--- src/hw/rtl/ewmamm_pkg.sv ---
`timescale 1ns / 1ps
`default_nettype none
// ----------------------------------------------------------------------------
// ewmamm_pkg
// Shared widths, reset values and register codes for the moving average
// block with aged minimum and maximum.
// ----------------------------------------------------------------------------
package ewmamm_pkg;

    localparam int SAMPLE_W             = 16;
    localparam int AVG_W                = 32;
    localparam int WEIGHT_W             = 16;
    localparam int AGE_W                = 5;
    localparam int COUNT_W              = 16;
    localparam int DEFAULT_WINDOW_DEPTH = 16;

    localparam logic [WEIGHT_W-1:0] WEIGHT_RESET    = 16'h8000;
    localparam logic [AGE_W-1:0]    AGE_LIMIT_RESET = 5'd8;
    localparam logic [COUNT_W-1:0]  COUNT_MAX       = 16'hFFFF;

    // register codes, taken from paddr[2]
    localparam logic [0:0] REG_WEIGHT    = 1'b0;
    localparam logic [0:0] REG_AGE_LIMIT = 1'b1;

    typedef logic signed [SAMPLE_W-1:0] sample_t;

endpackage
`default_nettype wire

--- src/hw/rtl/ewmamm_win.sv ---
`timescale 1ns / 1ps
`default_nettype none
// ----------------------------------------------------------------------------
// ewmamm_win
// Window store of earlier samples: one write port, one read port with
// registered read data.
// ----------------------------------------------------------------------------
module ewmamm_win
    import ewmamm_pkg::*;
#(
    parameter int WINDOW_DEPTH = DEFAULT_WINDOW_DEPTH,
    localparam int AW = (WINDOW_DEPTH > 1) ? $clog2(WINDOW_DEPTH) : 1
) (
    input  wire logic          aclk,
    input  wire logic          wr_en,
    input  wire logic [AW-1:0] wr_addr,
    input  wire sample_t       wr_data,
    input  wire logic          rd_en,
    input  wire logic [AW-1:0] rd_addr,
    output sample_t            rd_data
);

    sample_t mem [WINDOW_DEPTH];
    sample_t rd_data_reg;

    always_ff @(posedge aclk) begin
        if (wr_en) begin
            mem[wr_addr] <= wr_data;
        end
        if (rd_en) begin
            rd_data_reg <= mem[rd_addr];
        end
    end

    assign rd_data = rd_data_reg;

endmodule
`default_nettype wire

--- src/hw/rtl/ewma_with_aged_min_max.sv ---
`timescale 1ns / 1ps
`default_nettype none
// ----------------------------------------------------------------------------
// ewma_with_aged_min_max
// Exponentially weighted moving average of signed samples with a tracked
// minimum and maximum that are rebuilt from a window of earlier samples
// once they have aged past a limit.
// ----------------------------------------------------------------------------
//  channel | direction | handshake                 | payload
//  s_      | in        | s_valid / s_ready         | s_sample, s_first_sample
//  m_      | out       | m_valid / m_ready         | m_sample_index, m_value,
//          |           |                           | m_minimum, m_average, m_maximum
//  apb     | in        | psel, penable, pwrite     | paddr, pwdata, prdata
//
// An item passes through the states prep, scan and finish; the scan is
// skipped unless an extreme is due for a rescan. The rescan walks the
// window memory one entry per cycle through its single read port; minimum
// and maximum share one pass. Reset is synchronous and active low and
// needs no clearing pass. A result waiting on m_ready does not block the
// next item from being accepted; the item after that holds until it leaves.
// ----------------------------------------------------------------------------
module ewma_with_aged_min_max
    import ewmamm_pkg::*;
#(
    parameter int WINDOW_DEPTH = DEFAULT_WINDOW_DEPTH
) (
    input  wire logic                aclk,
    input  wire logic                aresetn,
    // configuration
    input  wire logic                psel,
    input  wire logic                penable,
    input  wire logic                pwrite,
    input  wire logic [2:0]          paddr,
    input  wire logic [31:0]         pwdata,
    output logic      [31:0]         prdata,
    output logic                     pready,
    // input items
    input  wire logic                s_valid,
    output logic                     s_ready,
    input  wire sample_t             s_sample,
    input  wire logic                s_first_sample,
    // result items
    output logic                     m_valid,
    input  wire logic                m_ready,
    output logic      [COUNT_W-1:0]  m_sample_index,
    output sample_t                  m_value,
    output sample_t                  m_minimum,
    output logic signed [AVG_W-1:0]  m_average,
    output sample_t                  m_maximum
);

    localparam int AW = (WINDOW_DEPTH > 1) ? $clog2(WINDOW_DEPTH) : 1;
    localparam int FW = $clog2(WINDOW_DEPTH + 1);
    localparam int CW = (FW > AGE_W) ? FW : AGE_W;
    localparam int PA_W = WEIGHT_W + 2 + AVG_W;
    localparam int PB_W = WEIGHT_W + 1 + SAMPLE_W;

    localparam logic [1:0] ST_IDLE   = 2'd0;
    localparam logic [1:0] ST_PREP   = 2'd1;
    localparam logic [1:0] ST_SCAN   = 2'd2;
    localparam logic [1:0] ST_FINISH = 2'd3;

    logic [1:0]              state_reg, state_next;
    logic [WEIGHT_W-1:0]     weight_reg;
    logic [AGE_W-1:0]        age_limit_reg;

    sample_t                 sample_reg;
    logic                    first_reg;
    sample_t                 min_value_reg, max_value_reg;
    logic [AGE_W-1:0]        min_age_reg, max_age_reg;
    logic signed [AVG_W-1:0] average_reg;
    logic [COUNT_W-1:0]      item_counter_reg;
    logic [FW-1:0]           fill_reg;
    logic [AW-1:0]           wp_reg;

    sample_t                 cand_min_reg, cand_max_reg;
    logic                    scan_min_reg, scan_max_reg;
    logic [FW-1:0]           remaining_reg;
    logic [AW-1:0]           rd_ptr_reg;
    logic signed [PA_W-1:0]  prod_a_reg;
    logic signed [PB_W-1:0]  prod_b_reg;

    logic                    m_valid_reg;
    logic [COUNT_W-1:0]      m_sample_index_reg;
    sample_t                 m_value_reg, m_minimum_reg, m_maximum_reg;
    logic signed [AVG_W-1:0] m_average_reg;

    // step preparation, valid in ST_PREP
    sample_t                 eff_min, eff_max;
    logic [AGE_W-1:0]        eff_min_age, eff_max_age;
    logic signed [AVG_W-1:0] eff_avg;
    logic [FW-1:0]           eff_fill;
    logic                    new_min, new_max, rescan_min, rescan_max;
    logic [CW-1:0]           lim_ext, fill_ext;
    logic [FW-1:0]           scan_count;
    logic [WEIGHT_W:0]       inv_weight;

    logic                    rd_en;
    logic [AW-1:0]           rd_addr;
    sample_t                 rd_data;
    logic                    wr_en;
    logic                    can_load;
    logic [PA_W-1:0]         avg_sum;
    logic [AVG_W-1:0]        avg_new;

    function automatic logic [AW-1:0] ptr_dec(input logic [AW-1:0] p);
        return (p == '0) ? AW'(WINDOW_DEPTH - 1) : p - AW'(1);
    endfunction

    function automatic logic [AW-1:0] ptr_inc(input logic [AW-1:0] p);
        return (p == AW'(WINDOW_DEPTH - 1)) ? '0 : p + AW'(1);
    endfunction

    // ------------------------------------------------------------------
    // configuration port
    // ------------------------------------------------------------------
    assign pready = 1'b1;

    always_ff @(posedge aclk) begin
        if (!aresetn) begin
            weight_reg    <= WEIGHT_RESET;
            age_limit_reg <= AGE_LIMIT_RESET;
        end else if (psel && penable && pwrite) begin
            if (paddr[2] == REG_WEIGHT) begin
                weight_reg <= pwdata[WEIGHT_W-1:0];
            end else begin
                age_limit_reg <= pwdata[AGE_W-1:0];
            end
        end
    end

    always_comb begin
        unique case (paddr[2])
            REG_WEIGHT:    prdata = {{(32-WEIGHT_W){1'b0}}, weight_reg};
            REG_AGE_LIMIT: prdata = {{(32-AGE_W){1'b0}}, age_limit_reg};
            default:       prdata = '0;
        endcase
    end

    // ------------------------------------------------------------------
    // step preparation: a new data set overrides the held state
    // ------------------------------------------------------------------
    always_comb begin
        eff_min     = first_reg ? sample_reg : min_value_reg;
        eff_max     = first_reg ? sample_reg : max_value_reg;
        eff_min_age = first_reg ? '0 : min_age_reg;
        eff_max_age = first_reg ? '0 : max_age_reg;
        eff_fill    = first_reg ? '0 : fill_reg;
        eff_avg     = first_reg ? {sample_reg, {(AVG_W-SAMPLE_W){1'b0}}} : average_reg;

        new_min    = sample_reg < eff_min;
        new_max    = sample_reg > eff_max;
        rescan_min = !new_min && (eff_min_age >= age_limit_reg);
        rescan_max = !new_max && (eff_max_age >= age_limit_reg);

        lim_ext  = (age_limit_reg == '0) ? '0 : CW'(age_limit_reg - AGE_W'(1));
        fill_ext = CW'(eff_fill);
        if (!(rescan_min || rescan_max)) begin
            scan_count = '0;
        end else if (lim_ext < fill_ext) begin
            scan_count = FW'(lim_ext);
        end else begin
            scan_count = eff_fill;
        end

        inv_weight = (WEIGHT_W+1)'(17'h10000 - {1'b0, weight_reg});
    end

    // ------------------------------------------------------------------
    // window memory
    // ------------------------------------------------------------------
    assign rd_addr  = (state_reg == ST_PREP) ? ptr_dec(wp_reg) : ptr_dec(rd_ptr_reg);
    assign rd_en    = ((state_reg == ST_PREP) && (scan_count != '0))
                   || ((state_reg == ST_SCAN) && (remaining_reg > FW'(1)));
    assign can_load = !m_valid_reg || m_ready;
    assign wr_en    = (state_reg == ST_FINISH) && can_load;

    ewmamm_win #(
        .WINDOW_DEPTH (WINDOW_DEPTH)
    ) u_win (
        .aclk    (aclk),
        .wr_en   (wr_en),
        .wr_addr (wp_reg),
        .wr_data (sample_reg),
        .rd_en   (rd_en),
        .rd_addr (rd_addr),
        .rd_data (rd_data)
    );

    // rounding: halves go toward plus infinity
    assign avg_sum = PA_W'(prod_a_reg)
                   + PA_W'({prod_b_reg, {WEIGHT_W{1'b0}}})
                   + PA_W'(32'h8000);
    assign avg_new = avg_sum[AVG_W+WEIGHT_W-1:WEIGHT_W];

    // ------------------------------------------------------------------
    // sequencer
    // ------------------------------------------------------------------
    always_comb begin
        state_next = state_reg;
        unique case (state_reg)
            ST_IDLE: begin
                if (s_valid) begin
                    state_next = ST_PREP;
                end
            end
            ST_PREP: begin
                state_next = (scan_count != '0) ? ST_SCAN : ST_FINISH;
            end
            ST_SCAN: begin
                if (remaining_reg <= FW'(1)) begin
                    state_next = ST_FINISH;
                end
            end
            ST_FINISH: begin
                if (can_load) begin
                    state_next = ST_IDLE;
                end
            end
            default: state_next = ST_IDLE;
        endcase
    end

    always_ff @(posedge aclk) begin
        if (!aresetn) begin
            state_reg        <= ST_IDLE;
            min_value_reg    <= '0;
            max_value_reg    <= '0;
            min_age_reg      <= '0;
            max_age_reg      <= '0;
            average_reg      <= '0;
            item_counter_reg <= '0;
            fill_reg         <= '0;
            wp_reg           <= '0;
            m_valid_reg      <= 1'b0;
        end else begin
            state_reg <= state_next;

            if (state_reg == ST_PREP) begin
                min_age_reg <= (new_min || rescan_min) ? '0 : eff_min_age + AGE_W'(1);
                max_age_reg <= (new_max || rescan_max) ? '0 : eff_max_age + AGE_W'(1);
                fill_reg    <= eff_fill;
                if (first_reg) begin
                    item_counter_reg <= COUNT_W'(1);
                end else if (item_counter_reg != COUNT_MAX) begin
                    item_counter_reg <= item_counter_reg + COUNT_W'(1);
                end
            end

            if (wr_en) begin
                min_value_reg <= cand_min_reg;
                max_value_reg <= cand_max_reg;
                average_reg   <= avg_new;
                wp_reg        <= ptr_inc(wp_reg);
                if (fill_reg != FW'(WINDOW_DEPTH)) begin
                    fill_reg <= fill_reg + FW'(1);
                end
            end

            if (wr_en) begin
                m_valid_reg <= 1'b1;
            end else if (m_ready) begin
                m_valid_reg <= 1'b0;
            end
        end
    end

    // payload registers
    always_ff @(posedge aclk) begin
        if (state_reg == ST_IDLE && s_valid) begin
            sample_reg <= s_sample;
            first_reg  <= s_first_sample;
        end

        if (state_reg == ST_PREP) begin
            cand_min_reg  <= (new_min || rescan_min) ? sample_reg : eff_min;
            cand_max_reg  <= (new_max || rescan_max) ? sample_reg : eff_max;
            scan_min_reg  <= rescan_min;
            scan_max_reg  <= rescan_max;
            remaining_reg <= scan_count;
            prod_a_reg    <= $signed({1'b0, inv_weight}) * eff_avg;
            prod_b_reg    <= $signed({1'b0, weight_reg}) * sample_reg;
        end

        if (rd_en) begin
            rd_ptr_reg <= rd_addr;
        end

        // walk back through earlier samples of this data set
        if (state_reg == ST_SCAN) begin
            remaining_reg <= remaining_reg - FW'(1);
            if (scan_min_reg && (rd_data < cand_min_reg)) begin
                cand_min_reg <= rd_data;
            end
            if (scan_max_reg && (rd_data > cand_max_reg)) begin
                cand_max_reg <= rd_data;
            end
        end

        if (wr_en) begin
            m_sample_index_reg <= item_counter_reg;
            m_value_reg        <= sample_reg;
            m_minimum_reg      <= cand_min_reg;
            m_maximum_reg      <= cand_max_reg;
            m_average_reg      <= avg_new;
        end
    end

    assign s_ready        = (state_reg == ST_IDLE);
    assign m_valid        = m_valid_reg;
    assign m_sample_index = m_sample_index_reg;
    assign m_value        = m_value_reg;
    assign m_minimum      = m_minimum_reg;
    assign m_average      = m_average_reg;
    assign m_maximum      = m_maximum_reg;

endmodule
`default_nettype wire

--- config.mk ---
export PLATFORM = sky130hd
export DESIGN_NAME = ewma_with_aged_min_max
export DESIGN_NICKNAME = d
export VERILOG_FILES = /design/src/hw/rtl/ewmamm_pkg.sv /design/src/hw/rtl/ewmamm_win.sv /design/src/hw/rtl/ewma_with_aged_min_max.sv
export SDC_FILE = /design/constraint.sdc
export NUM_CORES = 2
export LEC_CHECK = 0
export BUFFER_PORTS_ARGS = -buffer_cell sky130_fd_sc_hd__buf_4
export CAP_MARGIN = 30
export CORE_MARGIN = 3
export CORE_UTILIZATION = 59
export CTS_CLUSTER_SIZE = 24
export DETAILED_ROUTE_END_ITERATION = 8
export PLACE_DENSITY = 0.86
export SLEW_MARGIN = 40
export SYNTH_ARGS = -nofsm -noshare
export SYNTH_HDL_FRONTEND = slang
export SYNTH_SLANG_ARGS = --single-unit
--- constraint.sdc ---
create_clock -name aclk -period 10.12 [get_ports aclk]
set_clock_uncertainty 0.05 [all_clocks]
set_input_delay 3.036 -clock aclk [delete_from_list [all_inputs] [get_ports aclk]]
set_output_delay 3.036 -clock aclk [all_outputs]
set_load 0.005 [all_outputs]
==> run_results.csv <==
group,metric,value,unit
clocking,cts_buffers,68,
synth,async_reset_ff_share,0,%
sta,period_share,91.37,%
worst_setup_path,arrival,9.58,ns
synth,ys_ff_latch,616,
global_route,grt_max_degree,81,
flow_run,drv_cap,0,
final_layout,fillers,6388,
sta,rsz0062_at_grt,"false",
synth,yosys_warnings,0,
final_layout,largest_register_ffs,256,
synth,mappedNetlistArea,54170,sq um
final_layout,multiInputGateArea,33090,sq um
clocking,clock-sinks,616,
worst_setup_path,slowest_delay,0.69,ns
floorplan,rows,110,
synth,synthCells,5597,
sta,finalHoldViolCount,0,
clocking,clkTransAtPathRegs,0.07,ns
route,drt-initial-drc-count,4817,
floorplan,start_util,59.81,%
hold_path,hold_path.class,"flop to flop",
clocking,cts-hold-fix-buffers,0,
sta,tns,0,ns
worst_setup_path,critPathKind,"flop to flop",
power,cellPowerDensity,249.9,nW/um^2
route,vias_per_cell,6.119,
floorplan,fp.dieW,309.0,microns
sta,achievable-frequency,108.2,MHz
worst_setup_path,end_kind,"flop",
clocking,htreeDepth,3,
power,p_switching,0.006849,W
final_layout,final_layout_size_suffix_gt1_share,7.847,%
worst_setup_path,cp_max_fo,24,
sta,finalMaxSlewViolations,0,
route,wl_per_cell,22.46,microns
placement,place.gp.congestion,0.9713,
floorplan,core,90560,sq um
final_layout,final_cell_mix,"956 x nand2_1, 909 x inv_1, 702 x fa_1",
final_layout,layout.nets,6770,
sta,worst_pin_slew,1.062,ns
power,leakage,26.39,nW
worst_setup_path,cp_slowest_cell,"xor2_2",
sta,min_period,9.246,ns
route,drcViolationCount,0,
route,dr.pass1.iters,6,
power,ir_worst_vdd,206.7,uV
sta,slew_headroom,28.75,%
global_route,grt_pass1_wl,242100,microns
placement,place_hpwl,111200,microns
power,seqPwrFrac,25.6,%
worst_setup_path,crit_top_cell,"fa_1",
power,pwr-share-clk,17.2,%
power,switching_share,46.27,%
route,ant_nets,0,
clocking,cts_setup_buffers,0,
floorplan,die-area,95480,sq um
clocking,cts-root-buf,"clkbuf_16",
power,combPwrFrac,57.2,%
final_layout,final-seq-area,16950,sq um
global_route,overflow,0,
clocking,worstSkewPairLatency,0.66,ns
global_route,antenna_found_initial,2,
final_layout,layout_commonest_cell,"nand2_1",
route,wl,154700,microns
sta,setup_viol,0,
clocking,cts_buffer_depth,3,
floorplan,io-pin-count,190,
sta,whs,0.4066,ns
global_route,grtUsageTotal,33.05,%
power,intPower,0.007953,W
synth,syn_avg_cell_area,9.678,sq um
synth,yosysSeqAreaShare,31.29,%
floorplan,die_h,309.0,microns
synth,synth_cell_types,76,
placement,port_buffers,154,
worst_setup_path,crit_required,10.46,ns
worst_setup_path,startpoint_type,"flop",
route,vias,42160,
final_layout,synthToLayoutAreaGrowth,9.346,%
status,status,"complete, no violations",
synth,synth_edf_count,461,
global_route,grt_pass1_vias,44090,
clocking,cts_tree,"done",
synth,ys.flop_type,"edfxtp_1",
clocking,ctsResizeCount,0,
[logic make-up (layout without fill, tap and decap cells)]
family | after synthesis | after routing | share of synthesized area, %
AOI/OAI and AO/OA | 672 | 672 | 7.972
muxes | 58 | 58 | 1.086
DFF | 616 | 616 | 31.29
xor gates and xnor gates | 146 | 146 | 2.361
other | 2 | 23 | 0.01386
adders and majority gates | 1056 | 1056 | 34.12
buffers and inverters | 1200 | 1297 | 8.436
and+or+nand+nor | 1847 | 1847 | 14.72
[per-stage QoR]
| stage | power (W) | instances | instance area [sq um] | setup slack, ns | utilization (%) |
|---|---|---|---|---|---|
| after global placement | 0.01159 | 6751 | 56660 | 1.433 | 62.56 |
| after CTS | 0.01454 | 6885 | 59170 | 1.074 | 65.33 |
| final | 0.01480 | 6891 | 59230 | 0.8737 | 65.40 |
| after detailed placement | 0.01187 | 6761 | 56920 | 1.131 | 62.85 |
| after global routing | 0.01566 | 6885 | 59210 | 0.6206 | 65.38 |
| after floorplan | 0.009336 | 5612 | 54220 | 2.614 | - |
[worst max-delay path: cells and delay by family (launching register included)]
family | cells | cell delay (ns)
AOI/OAI and AO/OA | 2 | 0.42
xor gates and xnor gates | 2 | 0.82
adders and majority gates | 8 | 3.56
buffers and inverters | 8 | 1.24
DFF | 1 | 0.31
and+or+nand+nor | 8 | 2.55
[final timing paths]
check / depth (start not counted) / endpoint / slack, ns / startpoint
max: 28 / prod_a_reg[46] / 0.87 / weight_reg[0]
min: 2 / min_value_reg[9] / 0.41 / min_value_reg[9]
max reg2reg: 28 / prod_a_reg[46] / 0.87 / weight_reg[0]
min reg2reg: 2 / min_value_reg[9] / 0.41 / min_value_reg[9]
[routing by layer]
metal	global-route usage [%]	vias up	wire, microns
met4	19.05	0	10090
met2	50.51	3039	68470
met5	0	-	0
li1	-	17990	-
met3	8.989	647	21220
met1	42.77	20490	54970
[power groups by stage]
| stage | Sequential, W | Clock, W | Combinational (W) |
|---|---|---|---|
| after floorplan | 0.00371 | 0 | 0.00562 |
| final | 0.00379 | 0.00254 | 0.00847 |
| after global routing | 0.00380 | 0.00264 | 0.00922 |
| after detailed placement | 0.00382 | 0 | 0.00804 |
| after global placement | 0.00382 | 0 | 0.00777 |
| after CTS | 0.00377 | 0.00255 | 0.00822 |
[layout make-up]
cell class | count | share of cell area [%]
clock inverter | 38 | 0.7204
inverter | 914 | 5.805
antenna | 6 | 0.02535
sequential | 616 | 28.61
timing repair buffer | 259 | 3.412
multi-input combinational | 3796 | 55.87
clock buffer | 86 | 3.074
tap | 1176 | 2.484
[synth_stat cells, types with 14 or more instances]
library cell  number  area share [%]
a211oi_1          19            0.26
a21boi_0          49            0.68
a21o_1            52            0.72
a21oi_1          237             2.2
a311oi_1          50            0.81
a31o_2            18            0.29
a31oi_1           45            0.52
and2_1           117             1.4
and3_1            52            0.60
buf_1             24            0.17
buf_4             17            0.24
clkbuf_1         244             1.7
dfxtp_1          155             5.7
edfxtp_1         461              26
fa_1             702              26
ha_1             354             8.2
inv_1            912             6.3
mux2i_1           52            0.96
nand2_1          957             6.6
nand2b_1          38            0.44
nand3_1          100            0.92
nand4_1           21            0.24
nor2_1           428             3.0
nor2b_1           51            0.59
nor3_1            40            0.37
o21a_1            14            0.19
o21ai_0           98            0.91
xnor2_1           96             1.6
xor2_1            50            0.81
No activity file was read; power rests on OpenSTA's default activity.
